--- config.mk ---
export PLATFORM = sky130hd
export DESIGN_NAME = pcg_emit
export DESIGN_NICKNAME = d
export VERILOG_FILES = /design/src/rtl/pcg_pkg.sv /design/src/rtl/pcg_emit.sv
export SDC_FILE = /design/constraint.sdc
export NUM_CORES = 1
export LEC_CHECK = 0
export BUFFER_PORTS_ARGS = -buffer_cell sky130_fd_sc_hd__buf_2
export CORE_MARGIN = 1
export CORE_UTILIZATION = 55
export CTS_CLUSTER_DIAMETER = 60
export DETAILED_ROUTE_END_ITERATION = 6
export HOLD_SLACK_MARGIN = 0.06
export MAX_ROUTING_LAYER = met4
export PLACE_DENSITY = 0.79
export SYNTH_ARGS = -nofsm -noshare
export SYNTH_HDL_FRONTEND = slang
export SYNTH_SLANG_ARGS = --single-unit
--- constraint.sdc ---
create_clock -name i_clk -period 19.3 [get_ports i_clk]
set_clock_uncertainty 0.2 [all_clocks]
set_input_delay 1.93 -clock i_clk [delete_from_list [all_inputs] [get_ports i_clk]]
set_output_delay 1.93 -clock i_clk [all_outputs]
set_load 0.01 [all_outputs]
--- src/rtl/pcg_pkg.sv ---
// Shared types and constants for the plane contact generator.
// Used by pcg_pipe, pcg_emit and plane_contact_generator; no dependencies.
`default_nettype none

package pcg_pkg;

    localparam int NRM_W      = 16;               // Q1.15 normal component
    localparam int NRM_FRAC   = 15;
    localparam int POS_W      = 32;               // Q16.16 coordinate
    localparam int SIZE_W     = 31;               // radius / half size
    localparam int PEN_W      = 31;
    localparam int NAXIS      = 3;
    localparam int NCORNER    = 8;
    localparam int CORNER_W   = 3;
    localparam int CTR_W      = POS_W + 1;        // pos + mount
    localparam int OFS_W      = POS_W + 1;        // half size or negated sphere offset
    localparam int PT_W       = CTR_W + 2;        // center +/- offset before saturation

    localparam int CFG_IDX_W  = 2;
    localparam int CFG_DATA_W = 32;
    localparam int S_TDATA_W  = 320;
    localparam int M_TDATA_W  = 136;

    localparam logic [CFG_IDX_W-1:0] CFG_NORMAL_X = 2'd0;
    localparam logic [CFG_IDX_W-1:0] CFG_NORMAL_Y = 2'd1;
    localparam logic [CFG_IDX_W-1:0] CFG_NORMAL_Z = 2'd2;
    localparam logic [CFG_IDX_W-1:0] CFG_PLANE_D  = 2'd3;

    localparam logic [NRM_W-1:0] NORMAL_X_RST = 16'h0000;
    localparam logic [NRM_W-1:0] NORMAL_Y_RST = 16'h7FFF;
    localparam logic [NRM_W-1:0] NORMAL_Z_RST = 16'h0000;
    localparam logic [POS_W-1:0] PLANE_D_RST  = 32'h0000_0000;

    typedef struct packed {
        logic signed [NRM_W-1:0] nx;
        logic signed [NRM_W-1:0] ny;
        logic signed [NRM_W-1:0] nz;
        logic signed [POS_W-1:0] offset;
    } t_plane;

    typedef struct packed {
        logic                              box;
        logic [NAXIS-1:0][POS_W-1:0]       pos;
        logic [NAXIS-1:0][POS_W-1:0]       mount;
        logic [SIZE_W-1:0]                 radius;
        logic [NAXIS-1:0][SIZE_W-1:0]      half;
    } t_shape;

    typedef struct packed {
        logic [NCORNER-1:0]                mask;
        logic [NCORNER-1:0][PEN_W-1:0]     pen;
        logic [NAXIS-1:0][CTR_W-1:0]       ctr;
        logic [NAXIS-1:0][OFS_W-1:0]       ofs;
    } t_hits;

    typedef struct packed {
        logic [NAXIS-1:0][POS_W-1:0]       point;
        logic [PEN_W-1:0]                  pen;
        logic [CORNER_W-1:0]               corner;
        logic                              last;
    } t_contact;

endpackage

`default_nettype wire

--- src/rtl/pcg_emit.sv ---
// Contact serializer: walks the hit mask of one item into a registered output,
// one contact per cycle while i_ready does not hold the output. Depends on pcg_pkg.
`default_nettype none

module pcg_emit (
    input  wire logic             i_clk,
    input  wire logic             i_rst_n,
    input  wire logic             i_valid,
    output logic                  o_ready,
    input  wire pcg_pkg::t_hits   i_hits,
    output logic                  o_valid,
    input  wire logic             i_ready,
    output pcg_pkg::t_contact     o_contact
);
    import pcg_pkg::*;

    logic [NCORNER-1:0]  r_mask;
    t_hits               r_hits;
    logic                r_out_valid;
    t_contact            r_contact;

    logic                out_free;
    logic                emit;
    logic [NCORNER-1:0]  mask_rest;
    logic [CORNER_W-1:0] sel;
    t_contact            n_contact;

    function automatic logic [POS_W-1:0] sat_point(input logic signed [PT_W-1:0] v);
        if (v[PT_W-1:POS_W-1] == '0 || v[PT_W-1:POS_W-1] == '1) begin
            return v[POS_W-1:0];
        end else if (v[PT_W-1]) begin
            return {1'b1, {(POS_W-1){1'b0}}};
        end else begin
            return {1'b0, {(POS_W-1){1'b1}}};
        end
    endfunction

    assign out_free  = !r_out_valid || i_ready;
    assign emit      = (r_mask != '0) && out_free;
    assign mask_rest = r_mask & (r_mask - NCORNER'(1));
    // take the next item once the current one is on its final contact
    assign o_ready   = (r_mask == '0) || (out_free && mask_rest == '0);
    assign o_valid   = r_out_valid;
    assign o_contact = r_contact;

    always_comb begin
        sel = '0;
        for (int k = NCORNER - 1; k >= 0; k--) begin
            if (r_mask[k]) begin
                sel = CORNER_W'(k);
            end
        end
    end

    always_comb begin
        logic signed [PT_W-1:0] c;
        logic signed [PT_W-1:0] o;
        n_contact = '0;
        for (int i = 0; i < NAXIS; i++) begin
            c = PT_W'($signed(r_hits.ctr[i]));
            o = PT_W'($signed(r_hits.ofs[i]));
            n_contact.point[i] = sat_point(sel[i] ? c - o : c + o);
        end
        n_contact.pen    = r_hits.pen[sel];
        n_contact.corner = sel;
        n_contact.last   = (mask_rest == '0);
    end

    always_ff @(posedge i_clk) begin
        if (!i_rst_n) begin
            r_mask      <= '0;
            r_out_valid <= 1'b0;
        end else begin
            if (i_valid && o_ready) begin
                r_mask <= i_hits.mask;
            end else if (emit) begin
                r_mask <= mask_rest;
            end
            if (emit) begin
                r_out_valid <= 1'b1;
            end else if (i_ready) begin
                r_out_valid <= 1'b0;
            end
        end
    end

    always_ff @(posedge i_clk) begin
        if (i_valid && o_ready) begin
            r_hits <= i_hits;
        end
        if (emit) begin
            r_contact <= n_contact;
        end
    end

endmodule

`default_nettype wire

==> key figures, run 1 <==
Power and ir drop
  – Power Total: 6.05 mW
  – Peak VDD IR: 0.133 mV
  – PD cells: roughly 180 nW/µm²
  – Leakage: about 14 nW

Setup path
  – CP cell instances: o21bai_1, a21oi_1, o21bai_4, buf_4, buf_4, o31ai_1, xor2_1, ha_1, o211ai_1, a21oi_1, o31ai_1, nand4b_1, a221oi_1, o21ai_0, xnor2_1, o21ai_2, a31o_1
  – Setup crit end: o_contact[37]$_DFFE_PP_
  – Worst Path Buf+Inv: 2
  – CP Capture Type: flip-flop
  – Critical path's largest stage delay: 940 ps
  – Required @ worst endpoint: ~20,000 ps
  – Crit path from: r_mask[4]$_SDFFE_PN0P_
  – WP data arrival: approximately 6900 ps
  – FF-to-FF setup slack: about 13,000 ps
  – Setup CP Type: flip-flop to flip-flop
  – CP max stage cell: o21ai_2
  – WP depth: 17
  – Worst Path Max Fanout: 93
  – Worst R2R Start: r_mask[4]$_SDFFE_PN0P_
  – Top cell family by delay on the critical path: compound AO/OA/AOI/OAI gates
  – Worst reg-to-reg path cell count: 17
  – CP startpoint kind: flip-flop
  – FF-to-FF End: o_contact[37]$_DFFE_PP_

Die
  – Die area: 52,400 µm²
  – Die X: about 230 µm
  – Core footprint: 50,500 µm²
  – I/O pin total: 591
  – Std cell rows: 82
  – Initial Util: 0.561
  – Die H: about 230 µm

Global routing
  – Number of global-route vias before repair: between 20,000 and 25,000
  – Total gr overflow: 0
  – First-pass GRT wire length: roughly 120 mm
  – Largest net degree at the start of global routing: between 150 and 200
  – Initial antenna violation count: between 40 and 50
  – Total GRT Usage: 0.315

Timing
  – Final period util: 0.345
  – Final hold slack: just over 300 ps
  – Count of final hold-check violations: 0
  – Highest Clock Rate: around 0.15 GHz
  – Setup Viol. Count Final: 0
  – Slew headroom: 0.190
  – Setup TNS: 0 ps
  – Min Clock Period, post-route: 6650 ps
  – Worst-Margin Slew: about 1200 ps
  – Slew Limit Fails: 0
  – RSZ-0062 raised after global routing: false

Placed design
  – Port Buf Inserts: between 500 and 600
  – DP HPWL: between 50 and 60 mm
  – Gpl congestion: between 0.9 and 1

Yosys
  – Area contributors post-synth: edfxtp_1 61%, nand2_1 5.0%, ha_1 4.5%, nand3_1 3.7%, xnor2_1 3.0%
  – Ys flop type: edfxtp_1
  – Syn_area_per_cell: about 12 µm²
  – Most instantiated cells after synthesis: 577 x edfxtp_1, 380 x nand2_1, 212 x nand3_1, 136 x a21oi_1, 102 x ha_1
  – FFs w/ async S/R, synth: 0
  – Mapped Cells: 2,390
  – Syn. warnings: 0
  – Seq cells post-synth: between 500 and 600
  – Top-count cell post-synth: edfxtp_1
  – Netlist cell types: between 70 and 80
  – Mapped Nets: ~3,000
  – Yosys top cell by area: edfxtp_1
  – Mapped Area: 28,300 µm²
  – Post-synth top area share: 0.612
  – Post-synth EDFFs: between 500 and 600
  – Sequential area share after synthesis: 0.618

Final layout
  – Area grow syn2layout: 20.0%
  – # nets final: approximately 3,500
  – Fraction of layout cells with a size suffix above 1: 0.238

Detailed routing
  – DRC: 0
  – Wire per inst: between 20 and 25 µm
  – Antenna Nets Post-Route: 0
  – DRT Wirelength: slightly above 80 mm
  – Avg Vias per Cell: around 6
  – DR iter-0 viols: 2,005
  – Vias post-DR: between 20,000 and 25,000
  – Pre-Repair DR Iteration Count: 6

Outcome
  – Status: finished, final reports clean

Worst hold path
  – HP Class: flip-flop to flip-flop
  – Hold depth: 2

Clock tree
  – Root buffer cell: clkbuf_16
  – Total CTS buffers: 66
  – Clock Path Buffers: 3
  – Clock sink count: 586
  – TritonCTS clock tree: yes
  – CTS H-tree lvls: 3
  – Setup Fix Bufs, Post-CTS: 0
  – Hold buffers post-CTS: 0
  – Post_cts resized: 0
  – Clock Latency Late Sink: ~610 ps
  – Worst-path clk slew: approximately 60 ps

Flow run
  – Max-Cap Viols: 0
[state kept, by name, indices dropped and copies added (netlist names)]
name	flops
o_valid	1
o_contact	131
r_mask	8
r_hits	446
[metal layers]
layer  wire length, µm  track usage
met2             39500        0.493
met3              7040       0.0631
met1             31800        0.396
met5                 0            -
met4              3470        0.147
[worst min-delay path, stage by stage (launching register included)]
cell     delay [ps]
dfxtp_1         350
nand2_1          70
o21ai_1          50
[how the worst min path moves through the flow]
stage	start	end	slack [ps]
after global routing	r_mask[7]$_SDFFE_PN0P_	r_mask[7]$_SDFFE_PN0P_	360
after floorplan	r_mask[7]$_SDFFE_PN0P_	r_mask[7]$_SDFFE_PN0P_	260
final	r_mask[7]$_SDFFE_PN0P_	r_mask[7]$_SDFFE_PN0P_	310
after detailed placement	r_mask[7]$_SDFFE_PN0P_	r_mask[7]$_SDFFE_PN0P_	300
after CTS	r_mask[7]$_SDFFE_PN0P_	r_mask[7]$_SDFFE_PN0P_	310
after global placement	r_mask[7]$_SDFFE_PN0P_	r_mask[7]$_SDFFE_PN0P_	290
[placed cells by master (no fill, tap or decap), drive strengths merged, types with 4 or more instances in the layout]
master / netlist / routed
buf: 18 / 605
edfxtp: 577 / 577
nand2: 380 / 380
nand3: 212 / 212
a21oi: 137 / 137
o21ai: 116 / 116
ha: 102 / 102
a21o: 101 / 101
xnor2: 96 / 96
nor2: 94 / 94
xor2: 87 / 87
clkbuf: 82 / 81
inv: 52 / 59
diode: 0 / 39
nor3: 25 / 25
nand4: 22 / 22
o21bai: 22 / 22
clkinv: 0 / 21
nor2b: 20 / 20
o31ai: 20 / 20
a31oi: 20 / 20
nand2b: 20 / 20
o21a: 18 / 18
nor4: 14 / 14
or4: 12 / 12
or3: 11 / 11
o41ai: 11 / 11
o211ai: 11 / 11
a211oi: 11 / 11
and3: 9 / 9
dfxtp: 9 / 9
o2111ai: 8 / 8
and2: 8 / 8
nand3b: 5 / 5
a221oi: 5 / 5
a21boi: 5 / 5
a31o: 4 / 4
[report_power, final]
group          switching [mW]  internal [mW]
Sequential              0.136           1.93
Clock                   0.516          0.667
Combinational            1.76           1.04
Total                    2.41           3.64
[area by class of cell]
| class | instances | area [µm²] |
|---|---|---|
| Inverter | 52 | 206 |
| Antenna cell | 39 | 97.6 |
| Clock buffer | 81 | 1710 |
| Clock inverter | 32 | 314 |
| Timing Repair Buffer | 605 | 3070 |
| Sequential cell | 586 | 17500 |
| Tap cell | 672 | 841 |
| Fill cell | 3780 | 16500 |
| Multi-Input combinational cell | 1652 | 10300 |
[cell families (layout without fill, tap and decap cells)]
kind of cell | count (synthesis) | in the layout | share of synthesized area
AO/OA/AOI/OAI | 517 | 517 | 0.118
XOR/XNOR | 184 | 184 | 0.0577
adder cells (fa/ha/maj) | 107 | 107 | 0.0479
buffers and inverters | 152 | 770 | 0.0213
flip-flops | 586 | 586 | 0.618
multiplexers | 1 | 1 | 0.000353
other | 0 | 39 | 0
AND/OR/NAND/NOR | 843 | 843 | 0.137
[stage by stage]
| step | cell area (µm²) | setup slack [ps] | instances | utilization |
|---|---|---|---|---|
| after global routing | 34000 | 12320 | 3716 | 0.674 |
| final | 34000 | 12650 | 3719 | 0.674 |
| after detailed placement | 31900 | 12800 | 3567 | 0.632 |
| after floorplan | 28300 | 3380 | 2390 | - |
| after global placement | 31900 | 13000 | 3567 | 0.632 |
| after CTS | 33900 | 12730 | 3680 | 0.672 |
Power figures use the tool's default switching activity.
==> run 2, diff against run 1 <==
==> constraint.sdc (replaced) <==
create_clock -name i_clk -period 6.35 [get_ports i_clk]
set_clock_uncertainty 0.2 [all_clocks]
set_input_delay 0.635 -clock i_clk [delete_from_list [all_inputs] [get_ports i_clk]]
set_output_delay 0.635 -clock i_clk [all_outputs]
set_load 0.01 [all_outputs]
==> key figures, run 2 (same netlist as run 1, synthesis figures left out) <==
Die
  – Std cell rows: 82 (unchanged)
  – Die area: 52,400 µm² (unchanged)
  – I/O pin total: 591 (unchanged)
  – Die H: 229 µm (unchanged)
  – Die X: 229 µm (unchanged)
  – Core footprint: 50,500 µm² (unchanged)
  – Initial Util: 0.561 (unchanged)

Timing
  – Final period util: 0.902 (+0.558)
  – Highest Clock Rate: 0.175 GHz (+16%)
  – Setup Viol. Count Final: 0 (unchanged)
  – Worst-Margin Slew: 1270 ps (+57.2 ps)
  – Setup TNS: 0 ps (unchanged)
  – RSZ-0062 raised after global routing: false
  – Min Clock Period, post-route: 5730 ps (-922 ps)
  – Slew headroom: 0.152 (-0.0381)
  – Slew Limit Fails: 0 (unchanged)
  – Count of final hold-check violations: 0 (unchanged)

Power and ir drop
  – Share of power burned in registers: 0.328 (-0.014)
  – Power Total: 19.3 mW (+220%)
  – PD cells: 501 nW/µm² (+180%)
  – Int Power: 11.4 mW (+210%)
  – Switch share: 0.409 (+0.0108)
  – Sw power: 7.91 mW (+230%)
  – Clock Power Share: 0.199 (+0.003)
  – Comb power frac: 0.472 (+0.010)
  – Leakage: 15.9 nW (+14%)
  – Peak VDD IR: 0.371 mV (+180%)

Final layout
  – # nets final: 3,980 (+13%)
  – Area grow syn2layout: 36.4%
  – Commonest cells after routing, fill and taps aside: 590 x buf_2, 577 x edfxtp_1, 446 x dlygate4sd3_1
  – Non-Filler Instances: 4,173 (+12%)
  – Max FFs per register: 446 (unchanged)
  – Finished Core Util: 0.766 (+0.0917)
  – Most common cell after layout, fill and taps aside: buf_2
  – Largest Register: r_hits
  – Fraction of layout cells with a size suffix above 1: 0.211 (-0.0277)

Worst hold path
  – Hold Path Sink: r_hits[0]$_DFFE_PP_
  – Hold depth: 1 (-1)
  – Hold Crit Start: i_hits[0]
  – HP Class: primary input to flip-flop

Clock tree
  – Worst-path clk slew: 60 ps (about the same)
  – Setup Fix Bufs, Post-CTS: 0 (unchanged)
  – Root buffer cell: clkbuf_16
  – Total CTS buffers: 66 (unchanged)
  – Clock sink count: 586 (unchanged)
  – TritonCTS clock tree: yes
  – CTS H-tree lvls: 3 (unchanged)
  – Clock Path Buffers: 3 (unchanged)
  – Clock Latency Late Sink: 620 ps (about the same)

Setup path
  – Worst R2R Start: r_hits[40]$_DFFE_PP_
  – WP data arrival: 5990 ps (-930 ps)
  – Worst reg-to-reg path cell count: 13 (-4)
  – Worst Path Buf+Inv: 0 (-2)
  – CP max stage cell: o21ai_2
  – FF-to-FF End: o_contact[79]$_DFFE_PP_
  – Setup CP Type: flip-flop to flip-flop
  – Worst Path Max Fanout: 31 (-67%)
  – Top cell family by delay on the critical path: simple AND/OR/NAND/NOR gates
  – CP Capture Type: flip-flop
  – Most used cell along the critical path: or4_1
  – Critical path's largest stage delay: 1020 ps (+80 ps)
  – Required @ worst endpoint: 6610 ps (-12,960 ps)
  – FF-to-FF setup slack: 620 ps (-12,030 ps)
  – CP startpoint kind: flip-flop
  – CP cell instances: or4_1, nor3_4, nand2_1, o41ai_1, xor2_1, ha_1, nand4_1, or4_1, o21ai_1, or4_1, nand4_1, o21ai_2, a31o_1

Global routing
  – Total GRT Usage: 0.400 (+0.0846)
  – Total gr overflow: 0 (unchanged)
  – First-pass GRT wire length: 153 mm (+26%)
  – Number of global-route vias before repair: 25,400 (+21%)
  – Initial antenna violation count: 31 (-28%)
  – Largest net degree at the start of global routing: 137 (-12%)

Detailed routing
  – Wire per inst: 25.3 µm (+15%)
  – Antenna Nets Post-Route: 0 (unchanged)
  – Vias post-DR: 25,800 (+19%)
  – Pre-Repair DR Iteration Count: 6 (unchanged)
  – DRT Wirelength: 106 mm (+29%)
  – DR iter-0 viols: 3,626 (+81%)
  – DRC: 0 (unchanged)
  – Avg Vias per Cell: 6.19 (+6.0%)

Placed design
  – Port Buf Inserts: 590 (unchanged)
  – Gpl congestion: 0.990 (+2.5%)
  – DP HPWL: 61.8 mm (+4.2%)
  – Placed cells: 3,575 (+0.22%)

Flow run
  – Max-Cap Viols: 0 (unchanged)

Outcome
  – Status: finished, final reports clean
run 2: per-layer routing:
layer	track usage	up-vias	routed length, µm	part of all wire
met5	-	-	0	0
met4	0.240	0	8160	0.077
met3	0.0825	543	12000	0.11
met2	0.632	2253	48800	0.46
met1	0.473	12100	36500	0.35
li1	-	11000	-	-
run 2: per-stage QoR:
| stage | hold WS, ps | setup slack [ps] | cell area [µm²] |
|---|---|---|---|
| after detailed placement | 300 | 809 | 32000 |
| after floorplan | 263 | 368 | 28300 |
| after global routing | 63.3 | 323 | 38600 |
| after CTS | 60.6 | 762 | 38600 |
| final | 92.8 | 619 | 38600 |
| after global placement | 288 | 892 | 32000 |
run 2: worst max path at each step:
| stage | from | end | slack [ps] | cells past startpoint |
|---|---|---|---|---|
| final | r_hits[40]$_DFFE_PP_ | o_contact[79]$_DFFE_PP_ | 620 | 13 |
| after global routing | r_hits[40]$_DFFE_PP_ | o_contact[79]$_DFFE_PP_ | 320 | 15 |
| after CTS | r_hits[40]$_DFFE_PP_ | o_contact[79]$_DFFE_PP_ | 760 | 15 |
| after detailed placement | r_hits[40]$_DFFE_PP_ | o_contact[79]$_DFFE_PP_ | 810 | 13 |
| after global placement | r_hits[3]$_DFFE_PP_ | o_contact[35]$_DFFE_PP_ | 890 | 14 |
| after floorplan | r_mask[2]$_SDFFE_PN0P_ | r_mask[2]$_SDFFE_PN0P_ | 370 | 12 |
run 2: area by class of cell:
type	instances	area, µm²
Tap cell	672	841
Fill cell	2950	11800
Multi-Input combinational cell	1652	10300
Clock buffer	85	1790
Inverter	52	206
Clock inverter	31	319
Sequential cell	586	17500
Timing Repair Buffer	1059	7630
Antenna cell	36	90.1
run 2: power by group through the flow:
stage | clock network (mW) | registers, mW | logic (mW)
5_1_grt | 3.97 | 6.40 | 9.78
2_1_floorplan | 0 | 6.56 | 5.77
3_3_place_gp | 0 | 6.31 | 8.28
6_report | 3.85 | 6.35 | 9.14
4_1_cts | 3.77 | 6.27 | 8.74
3_5_place_dp | 0 | 6.34 | 8.43
run 2: what timing repair did:
item                      4_1_cts  5_1_grt
hold buffers                  446        0
hold endpoints to repair      446        0
gates resized for setup         0        0
